$ cat src/rtl/assert_macros.svh
// ----------------------------------------------------------------------------
// assert_macros.svh
// Concurrent assertion macros shared by the RTL.
// ----------------------------------------------------------------------------
`ifndef ASSERT_MACROS_SVH
`define ASSERT_MACROS_SVH

`ifndef ASSERT_OFF
// prop must hold at every clock edge outside reset
`define ASSERT_AT(lbl, clk, rstn, prop) \
	lbl: assert property (@(posedge clk) disable iff (!(rstn)) (prop)) \
		else $error("assertion failed");
// expr must never be true outside reset
`define ASSERT_NEVER(lbl, clk, rstn, expr) \
	lbl: assert property (@(posedge clk) disable iff (!(rstn)) !(expr)) \
		else $error("forbidden condition seen");
`else
`define ASSERT_AT(lbl, clk, rstn, prop)
`define ASSERT_NEVER(lbl, clk, rstn, expr)
`endif

`endif

$ cat src/rtl/iagc_pkg.sv
// ----------------------------------------------------------------------------
// iagc_pkg
// Shared constants and types of the IMU activity and gesture classifier.
// ----------------------------------------------------------------------------
package iagc_pkg;

	localparam int WINDOW_DEPTH = 32;
	localparam int RING_AW      = $clog2(WINDOW_DEPTH);
	localparam int SUM_W        = 32 + $clog2(WINDOW_DEPTH);

	localparam int IN_DATA_W  = 96;
	localparam int OUT_DATA_W = 56;
	localparam int APB_AW     = 5;

	typedef enum logic [1:0] {
		OP_SAMPLE  = 2'd0,
		OP_GESTURE = 2'd1,
		OP_DEADREC = 2'd2,
		OP_UNUSED  = 2'd3
	} opcode_t;

	localparam logic [1:0] ACT_STILL    = 2'd0;
	localparam logic [1:0] ACT_STANDING = 2'd1;
	localparam logic [1:0] ACT_RUNNING  = 2'd2;

	localparam logic [1:0] GEST_NONE  = 2'd0;
	localparam logic [1:0] GEST_CAST  = 2'd1;
	localparam logic [1:0] GEST_DRAIN = 2'd2;

	localparam logic [2:0] REG_STILL    = 3'd0;
	localparam logic [2:0] REG_STANDING = 3'd1;
	localparam logic [2:0] REG_CAST     = 3'd2;
	localparam logic [2:0] REG_DRAIN    = 3'd3;
	localparam logic [2:0] REG_COOLDOWN = 3'd4;
	localparam logic [2:0] REG_STRIDE   = 3'd5;
	localparam logic [2:0] REG_GRAVITY  = 3'd6;

	localparam logic [31:0]        RST_STILL    = 32'd3277;
	localparam logic [31:0]        RST_STANDING = 32'd52429;
	localparam logic signed [15:0] RST_CAST     = 16'sd6400;
	localparam logic signed [15:0] RST_DRAIN    = -16'sd6400;
	localparam logic [15:0]        RST_COOLDOWN = 16'd1500;
	localparam logic [15:0]        RST_STRIDE   = 16'd179;
	localparam logic [15:0]        RST_GRAVITY  = 16'd2511;

	localparam int SQRT_ITERS = 16;

endpackage

$ cat src/rtl/imu_activity_gesture_classifier.sv
// ----------------------------------------------------------------------------
// imu_activity_gesture_classifier
// Activity classifier and flick gesture latch for a three-axis IMU stream.
// ----------------------------------------------------------------------------
// Input stream: s_axis_tuser carries the opcode (sample, take gesture, take
// dead-reckoning counters); s_axis_tdata carries acceleration, jerk and time.
// Output stream: one transaction per input transaction with activity class,
// gesture, step count and distance in m_axis_tdata.
// Configuration: APB registers at byte addresses 0x00..0x18, pready always high,
// to be written only while the block is idle.
// Sequence: a sample passes four times through the shared 17x17 multiplier
// (three input squares and the squared deviation), through sixteen square-root
// steps, the deviation, the ring update and classification before its result is
// loaded; take opcodes go straight to the result state.
// The next transaction is accepted only after the last result has been loaded
// into the output register.
// One transaction is in work at a time; s_axis_tready is high only when idle.
// A finished result waits in the output register while the next transaction
// is accepted; if the receiver stalls, the block holds its next result until
// the output register frees.
// Reset clears the sum, counters, gesture state and the valid bits of the
// deviation ring, so no clearing pass is needed.
// ----------------------------------------------------------------------------
module imu_activity_gesture_classifier (
	input  logic                             clk,
	input  logic                             arst_n,
	// accel_x, accel_y, accel_z, jerk_value, time_ms
	input  logic [iagc_pkg::IN_DATA_W-1:0]   s_axis_tdata,
	// opcode
	input  logic [1:0]                       s_axis_tuser,
	input  logic                             s_axis_tvalid,
	output logic                             s_axis_tready,
	// activity_class, gesture_taken, step_total, distance_total, zero pad
	output logic [iagc_pkg::OUT_DATA_W-1:0]  m_axis_tdata,
	output logic                             m_axis_tvalid,
	input  logic                             m_axis_tready,
	input  logic                             psel,
	input  logic                             penable,
	input  logic                             pwrite,
	input  logic [iagc_pkg::APB_AW-1:0]      paddr,
	input  logic [31:0]                      pwdata,
	output logic [31:0]                      prdata,
	output logic                             pready
);

	import iagc_pkg::*;

	`include "assert_macros.svh"

	typedef enum logic [7:0] {
		S_IDLE  = 8'b0000_0001,
		S_SQ    = 8'b0000_0010,
		S_ROOT  = 8'b0000_0100,
		S_DEV   = 8'b0000_1000,
		S_DSQ   = 8'b0001_0000,
		S_SUM   = 8'b0010_0000,
		S_CLASS = 8'b0100_0000,
		S_DONE  = 8'b1000_0000
	} state_t;

	// configuration
	logic [31:0]        still_q;
	logic [31:0]        standing_q;
	logic signed [15:0] cast_q;
	logic signed [15:0] drain_q;
	logic [15:0]        cooldown_q;
	logic [15:0]        stride_q;
	logic [15:0]        gravity_q;

	logic cfg_wr;
	assign pready = 1'b1;
	assign cfg_wr = psel & penable & pwrite & pready;

	always_ff @(posedge clk or negedge arst_n) begin
		if (!arst_n) begin
			still_q    <= RST_STILL;
			standing_q <= RST_STANDING;
			cast_q     <= RST_CAST;
			drain_q    <= RST_DRAIN;
			cooldown_q <= RST_COOLDOWN;
			stride_q   <= RST_STRIDE;
			gravity_q  <= RST_GRAVITY;
		end else if (cfg_wr) begin
			case (paddr[4:2])
				REG_STILL:    still_q    <= pwdata;
				REG_STANDING: standing_q <= pwdata;
				REG_CAST:     cast_q     <= signed'(pwdata[15:0]);
				REG_DRAIN:    drain_q    <= signed'(pwdata[15:0]);
				REG_COOLDOWN: cooldown_q <= pwdata[15:0];
				REG_STRIDE:   stride_q   <= pwdata[15:0];
				REG_GRAVITY:  gravity_q  <= pwdata[15:0];
				default:      ;
			endcase
		end
	end

	always_comb begin
		case (paddr[4:2])
			REG_STILL:    prdata = still_q;
			REG_STANDING: prdata = standing_q;
			REG_CAST:     prdata = {16'd0, cast_q};
			REG_DRAIN:    prdata = {16'd0, drain_q};
			REG_COOLDOWN: prdata = {16'd0, cooldown_q};
			REG_STRIDE:   prdata = {16'd0, stride_q};
			REG_GRAVITY:  prdata = {16'd0, gravity_q};
			default:      prdata = 32'd0;
		endcase
	end

	// sequencer and datapath
	state_t             state_q;
	logic [3:0]         cnt_q;
	logic signed [15:0] ax_q, ay_q, az_q, jerk_q;
	logic [31:0]        now_q;
	logic [31:0]        rem_q;
	logic [31:0]        root_q;
	logic [15:0]        mag_q;
	logic [31:0]        dsq_q;
	logic [RING_AW-1:0] pos_q;
	logic [WINDOW_DEPTH-1:0] valid_q;
	logic [SUM_W-1:0]   sum_q;
	logic [1:0]         act_q;
	logic [15:0]        steps_q;
	logic [31:0]        dist_q;
	logic [1:0]         pend_q;
	logic [31:0]        last_time_q;
	logic [1:0]         res_gest_q;
	logic [15:0]        res_steps_q;
	logic [31:0]        res_dist_q;
	logic [OUT_DATA_W-1:0] out_data_q;
	logic               out_valid_q;

	logic               in_fire;
	logic               out_free;
	opcode_t            op_in;
	logic signed [16:0] mul_a;
	logic signed [33:0] mul_p;
	logic [31:0]        bit_v;
	logic [31:0]        trial;
	logic signed [17:0] dev;
	logic [31:0]        old_dsq;
	logic [31:0]        ram_rdata;
	logic [SUM_W-1:0]   still_scaled;
	logic [SUM_W-1:0]   standing_scaled;
	logic [32:0]        dist_next;
	logic [31:0]        elapsed;

	assign s_axis_tready = (state_q == S_IDLE);
	assign in_fire       = s_axis_tvalid & s_axis_tready;
	assign out_free      = ~out_valid_q | m_axis_tready;
	assign op_in         = opcode_t'(s_axis_tuser);

	// shared multiplier: three input squares, then the squared deviation
	always_comb begin
		case (cnt_q[1:0])
			2'd0:    mul_a = 17'(ax_q);
			2'd1:    mul_a = 17'(ay_q);
			default: mul_a = 17'(az_q);
		endcase
		if (state_q == S_DSQ) begin
			mul_a = signed'({1'b0, mag_q});
		end
	end
	assign mul_p = mul_a * mul_a;

	// restoring square root, two bits of the radicand per step
	assign bit_v = 32'd1 << (5'd30 - {cnt_q, 1'b0});
	assign trial = root_q + bit_v;
	assign dev   = signed'({2'b00, root_q[15:0]}) - signed'({2'b00, gravity_q});

	iagc_ram #(
		.WIDTH (32),
		.DEPTH (WINDOW_DEPTH)
	) u_ring (
		.clk   (clk),
		.we    (state_q == S_SUM),
		.waddr (pos_q),
		.wdata (dsq_q),
		.raddr (pos_q),
		.rdata (ram_rdata)
	);

	assign old_dsq         = valid_q[pos_q] ? ram_rdata : 32'd0;
	assign still_scaled    = SUM_W'(still_q) * SUM_W'(WINDOW_DEPTH);
	assign standing_scaled = SUM_W'(standing_q) * SUM_W'(WINDOW_DEPTH);
	assign dist_next       = {1'b0, dist_q} + {17'd0, stride_q};
	assign elapsed         = now_q - last_time_q;

	always_ff @(posedge clk or negedge arst_n) begin
		if (!arst_n) begin
			state_q     <= S_IDLE;
			cnt_q       <= '0;
			ax_q        <= '0;
			ay_q        <= '0;
			az_q        <= '0;
			jerk_q      <= '0;
			now_q       <= '0;
			rem_q       <= '0;
			root_q      <= '0;
			mag_q       <= '0;
			dsq_q       <= '0;
			pos_q       <= '0;
			valid_q     <= '0;
			sum_q       <= '0;
			act_q       <= ACT_STILL;
			steps_q     <= '0;
			dist_q      <= '0;
			pend_q      <= GEST_NONE;
			last_time_q <= '0;
			res_gest_q  <= GEST_NONE;
			res_steps_q <= '0;
			res_dist_q  <= '0;
			out_data_q  <= '0;
		end else begin
			case (state_q)
				S_IDLE: begin
					if (in_fire) begin
						ax_q        <= signed'(s_axis_tdata[15:0]);
						ay_q        <= signed'(s_axis_tdata[31:16]);
						az_q        <= signed'(s_axis_tdata[47:32]);
						jerk_q      <= signed'(s_axis_tdata[63:48]);
						now_q       <= s_axis_tdata[95:64];
						cnt_q       <= '0;
						rem_q       <= '0;
						case (op_in)
							OP_SAMPLE: begin
								res_gest_q  <= GEST_NONE;
								res_steps_q <= '0;
								res_dist_q  <= '0;
								state_q     <= S_SQ;
							end
							OP_GESTURE: begin
								res_gest_q  <= pend_q;
								res_steps_q <= '0;
								res_dist_q  <= '0;
								pend_q      <= GEST_NONE;
								state_q     <= S_DONE;
							end
							OP_DEADREC: begin
								res_gest_q  <= GEST_NONE;
								res_steps_q <= steps_q;
								res_dist_q  <= dist_q;
								steps_q     <= '0;
								dist_q      <= '0;
								state_q     <= S_DONE;
							end
							default: begin
								res_gest_q  <= GEST_NONE;
								res_steps_q <= '0;
								res_dist_q  <= '0;
								state_q     <= S_DONE;
							end
						endcase
					end
				end
				S_SQ: begin
					rem_q <= rem_q + mul_p[31:0];
					if (cnt_q == 4'd2) begin
						cnt_q   <= '0;
						root_q  <= '0;
						state_q <= S_ROOT;
					end else begin
						cnt_q <= cnt_q + 4'd1;
					end
				end
				S_ROOT: begin
					if (rem_q >= trial) begin
						rem_q  <= rem_q - trial;
						root_q <= (root_q >> 1) + bit_v;
					end else begin
						root_q <= root_q >> 1;
					end
					cnt_q <= cnt_q + 4'd1;
					if (cnt_q == 4'(SQRT_ITERS - 1)) begin
						state_q <= S_DEV;
					end
				end
				S_DEV: begin
					mag_q   <= dev[17] ? 16'(-dev) : dev[15:0];
					state_q <= S_DSQ;
				end
				S_DSQ: begin
					dsq_q   <= mul_p[31:0];
					state_q <= S_SUM;
				end
				S_SUM: begin
					sum_q          <= sum_q - SUM_W'(old_dsq) + SUM_W'(dsq_q);
					valid_q[pos_q] <= 1'b1;
					pos_q          <= (pos_q == RING_AW'(WINDOW_DEPTH - 1)) ? '0
					                  : pos_q + RING_AW'(1);
					state_q        <= S_CLASS;
				end
				S_CLASS: begin
					if (sum_q < still_scaled) begin
						act_q <= ACT_STILL;
					end else if (sum_q < standing_scaled) begin
						act_q <= ACT_STANDING;
					end else begin
						act_q <= ACT_RUNNING;
						if (steps_q != 16'hFFFF) begin
							steps_q <= steps_q + 16'd1;
						end
						dist_q <= dist_next[32] ? 32'hFFFF_FFFF : dist_next[31:0];
					end
					if (elapsed > {16'd0, cooldown_q}) begin
						if (jerk_q > cast_q) begin
							pend_q      <= GEST_CAST;
							last_time_q <= now_q;
						end else if (jerk_q < drain_q) begin
							pend_q      <= GEST_DRAIN;
							last_time_q <= now_q;
						end
					end
					state_q <= S_DONE;
				end
				S_DONE: begin
					if (out_free) begin
						out_data_q  <= {4'd0, res_dist_q, res_steps_q, res_gest_q, act_q};
						state_q     <= S_IDLE;
					end
				end
				default: state_q <= S_IDLE;
			endcase
		end
	end

	always_ff @(posedge clk or negedge arst_n) begin
		if (!arst_n) begin
			out_valid_q <= 1'b0;
		end else if ((state_q == S_DONE) && out_free) begin
			out_valid_q <= 1'b1;
		end else if (m_axis_tready) begin
			out_valid_q <= 1'b0;
		end
	end

	assign m_axis_tdata  = out_data_q;
	assign m_axis_tvalid = out_valid_q;

	`ASSERT_AT(a_one_in_flight, clk, arst_n, in_fire |=> !s_axis_tready)
	`ASSERT_NEVER(a_act_code, clk, arst_n, m_axis_tvalid && (m_axis_tdata[1:0] == 2'd3))
	`ASSERT_NEVER(a_gest_vs_deadrec, clk, arst_n,
		m_axis_tvalid && (m_axis_tdata[3:2] != GEST_NONE) && (m_axis_tdata[51:4] != '0))
	`ASSERT_AT(a_root_bounded, clk, arst_n, (state_q == S_DEV) |-> (root_q[31:16] == 16'd0))

endmodule

$ cat src/rtl/iagc_ram.sv
// ----------------------------------------------------------------------------
// iagc_ram
// Generic single-write, single-read RAM with registered read data.
// ----------------------------------------------------------------------------
module iagc_ram #(
	parameter int WIDTH = 32,
	parameter int DEPTH = 32
) (
	input  logic                     clk,
	input  logic                     we,
	input  logic [$clog2(DEPTH)-1:0] waddr,
	input  logic [WIDTH-1:0]         wdata,
	input  logic [$clog2(DEPTH)-1:0] raddr,
	output logic [WIDTH-1:0]         rdata
);

	logic [WIDTH-1:0] mem [DEPTH];

	always_ff @(posedge clk) begin
		if (we) begin
			mem[waddr] <= wdata;
		end
		rdata <= mem[raddr];
	end

endmodule
$ cat config.mk
export PLATFORM = sky130hd
export DESIGN_NAME = imu_activity_gesture_classifier
export DESIGN_NICKNAME = d
export VERILOG_FILES = /design/src/rtl/iagc_pkg.sv /design/src/rtl/imu_activity_gesture_classifier.sv /design/src/rtl/iagc_ram.sv
export VERILOG_INCLUDE_DIRS = /design/src /design/src/rtl
export SDC_FILE = /design/constraint.sdc
export NUM_CORES = 2
export LEC_CHECK = 0
export BUFFER_PORTS_ARGS = -buffer_cell sky130_fd_sc_hd__buf_2
export CAP_MARGIN = 15
export CELL_PAD_IN_SITES_DETAIL_PLACEMENT = 1
export CELL_PAD_IN_SITES_GLOBAL_PLACEMENT = 2
export CORE_UTILIZATION = 30
export CTS_CLUSTER_DIAMETER = 50
export DETAILED_ROUTE_END_ITERATION = 8
export PLACE_DENSITY = 0.61
export SKIP_CTS_REPAIR_TIMING = 1
export SYNTH_ARGS = -nofsm -noshare
export SYNTH_HDL_FRONTEND = slang
export SYNTH_SLANG_ARGS = --single-unit
$ cat constraint.sdc
create_clock -name clk -period 18.8 [get_ports clk]
set_input_delay 1.88 -clock clk [delete_from_list [all_inputs] [get_ports clk]]
set_output_delay 1.88 -clock clk [all_outputs]
set_load 0.03 [all_outputs]
==> flow_metrics.py <==
metrics = {
    "route": {
        "dr.pass1.iters": 5,
        "post-route-drc-count": 0,
        "viasPerCell": 5.04,
        "antenna_left": 0,
        "drt-initial-drc-count": 3683,
        "routedWlPerCell_um": 24.3,
        "wirelength_mm": 273,
        "num_vias": 56700,
    },
    "critical_path": {
        "criticalPathCategory": "reg2reg",
        "cpPeakStageDelay_ns": 0.56,
        "crit_path_top_delay_cell": "or4_1",
        "r2r_setup_slack_ns": 7.07,
        "reg2reg_depth": 42,
        "arrival_ns": 12.48,
        "worstPathRequired_ns": 19.55,
        "cp-end-kind": "flop",
        "reg2reg_from": "state_q[3]",
        "crit_fanout": 33,
        "rr_endpoint": "rem_q[31]",
        "crit_top_cell": "fa_1",
        "setup.worst_path.start_class": "flop",
    },
    "place": {
        "dp_hpwl_mm": 187,
        "io_buffers": 225,
        "place_area_mm2": 0.0924,
        "place_congestion": 0.825,
        "placed_cells_incl_taps": 10800,
    },
    "layout": {
        "finalNonFillerCells": 11200,
        "final_cell_area_mm2": 0.100,
        "ff_latch_area_mm2": 0.0461,
        "nets": 8115,
        "top_register": "u_ring.mem",
        "multi_input_area_mm2": 0.0371,
        "area_growth_pct": 16.2,
        "layout-drive-gt1-share_pct": 17.5,
        "fillers": 30400,
        "largest_reg_flops": 992,
    },
    "synthesis": {
        "synth_edf_count": 992,
        "synthTopCellsByArea": "edfxtp_1 34%, dfrtp_1 17%, mux4_2 6.9%",
        "synthTopCellsByCount": "992 x edfxtp_1, 930 x nand2_1, 684 x inv_1, 578 x dfrtp_1, 404 x ha_1",
        "synth_cell_types": 95,
        "yosysMostFrequentCell": "edfxtp_1",
        "synth-seq-area-share_pct": 53.3,
        "synth-seq-cells": 1647,
        "synth_area_mm2": 0.0864,
        "yosysTopAreaCell": "edfxtp_1",
        "syn_area_per_cell_um2": 12.4,
        "syn-instance-count": 6971,
        "synthFlopType": "edfxtp_1",
        "yosysTopAreaCellShare_pct": 34.5,
        "async_flop_share_pct": 37.9,
        "synth_warnings": 0,
    },
    "global_routing": {
        "antenna_found_initial": 15,
        "gr-total-overflow": 0,
        "grt_pass1_vias": 60500,
        "grt_max_degree": 121,
        "grt_pass1_wl_mm": 406,
        "grtUsageTotal_pct": 18.7,
    },
    "floorplanning": {
        "die_h_um": 539,
        "die_x_um": 539,
        "core_area_mm2": 0.286,
        "start_util_pct": 30.2,
        "die-area_mm2": 0.290,
        "num_io_pins": 233,
        "rows": 196,
    },
    "clocking": {
        "cts_buffers": 231,
        "cts_tree": "yes",
        "clk_pin_slew_ns": 0.05,
        "cts-root-buf": "clkbuf_16",
        "cts_num_sinks": 1647,
        "htree_levels": 4,
        "clkLatencyLatePin_ns": 0.93,
        "clock_path_buffers": 4,
    },
    "sta": {
        "slew-limit-headroom_pct": 25.8,
        "fin_setup_tns_ns": 0,
        "max_clock_freq_ghz": 0.0853,
        "finalSetupViolations": 0,
        "worstMarginPinSlew_ns": 1.09,
        "skew_ns": 0.152,
        "slew_violations": 0,
        "fin_hold_ws_ns": 0.461,
        "rsz0062_at_grt": "no",
        "hold_viol_final": 0,
        "layout_min_cycle_time_ns": 11.73,
        "fin_crit_sh_pct": 62.4,
    },
    "worst_hold_path": {
        "min_from": "res_dist_q[16]",
        "hold_path_depth": 2,
        "hp-class": "reg2reg",
        "holdPathEnd": "res_dist_q[16]",
    },
    "outcome": {
        "status": "completed",
    },
    "job": {
        "max_cap_viol_count": 0,
    },
}
==> how the worst max path moves through the flow <==
stage / startpoint / endpoint / slack (ns) / cells after the start
2_1_floorplan: state_q[3] / rem_q[31] / 9.21 / 42
3_3_place_gp: state_q[3] / rem_q[31] / 7.11 / 40
3_5_place_dp: state_q[3] / rem_q[31] / 7.01 / 42
4_1_cts: state_q[3] / rem_q[31] / 6.98 / 42
5_1_grt: state_q[3] / rem_q[31] / 6.43 / 40
6_report: state_q[3] / rem_q[31] / 7.07 / 42
==> stage by stage <==
stage                     util, %  setup slack [ns]
after detailed placement     32.4              7.01
after floorplan                 -              9.21
after global placement       32.4              7.11
after global routing         35.1              6.43
final                        35.2              7.07
after CTS                    35.0              6.98
==> critical path: cells and delay by family (launching register included) <==
kind	cells	cell delay, ns
adder cells (fa/ha/maj)	8	3.41
AO/OA/AOI/OAI	14	3.09
AND/OR/NAND/NOR	11	2.63
buffers and inverters	7	1.67
flip-flops	1	0.41
XOR/XNOR	2	0.39
==> placed cells by master, fill, tap and decap left out, types with 33 or more instances in the layout <==
master,instances
edfxtp_1,992
nand2_1,929
inv_1,683
dfrtp_1,575
ha_1,404
o21ai_0,361
fa_1,288
mux4_2,265
nor2_1,250
clkbuf_16,233
a21oi_1,232
buf_2,224
a22oi_1,180
xnor2_1,158
a21o_1,127
nand3_1,125
buf_4,109
xor2_1,107
mux2_2,96
nand4_1,70
nor3_1,54
and2_1,52
or2_2,47
dfstp_2,46
a31oi_1,41
o21bai_1,36
nor2b_1,33
nor2_4,33
==> layout make-up <==
type,instances,share of cell area [%]
diodes,5,0.0125
clock buffers,284,6.21
clock inverters,139,1.47
inverters,688,2.57
multi-input cells,4364,36.9
flip-flops and latches,1647,45.9
well taps,3762,4.69
repair buffers,349,2.27
==> metal layers <==
metal	GRT usage (%)	vias to the layer above	routed length [um]	share of wire, %
met3	2.12	348	10500	3.9
met5	0	-	13	0.0048
met1	25.3	29700	122000	45
met2	31.6	1121	133000	49
met4	4.87	2	6890	2.5
li1	-	25500	-	-
==> cell families (layout without fill, tap and decap cells) <==
group                    Yosys count  count (layout)  share of synthesized area [%]
adder cells (fa/ha/maj)          692             692                           12.5
other                              2              10                        0.00869
flip-flops                      1647            1647                           53.3
XOR/XNOR                         265             265                           2.69
buffers and inverters            963            1460                           4.24
AND/OR/NAND/NOR                 1739            1739                           8.92
AO/OA/AOI/OAI                   1247            1247                           9.34
multiplexers                     416             416                           8.96
Power is left out: the tool's default activity adds up to more than one toggle a clock period on the data nets, which glitch-free logic cannot reach.
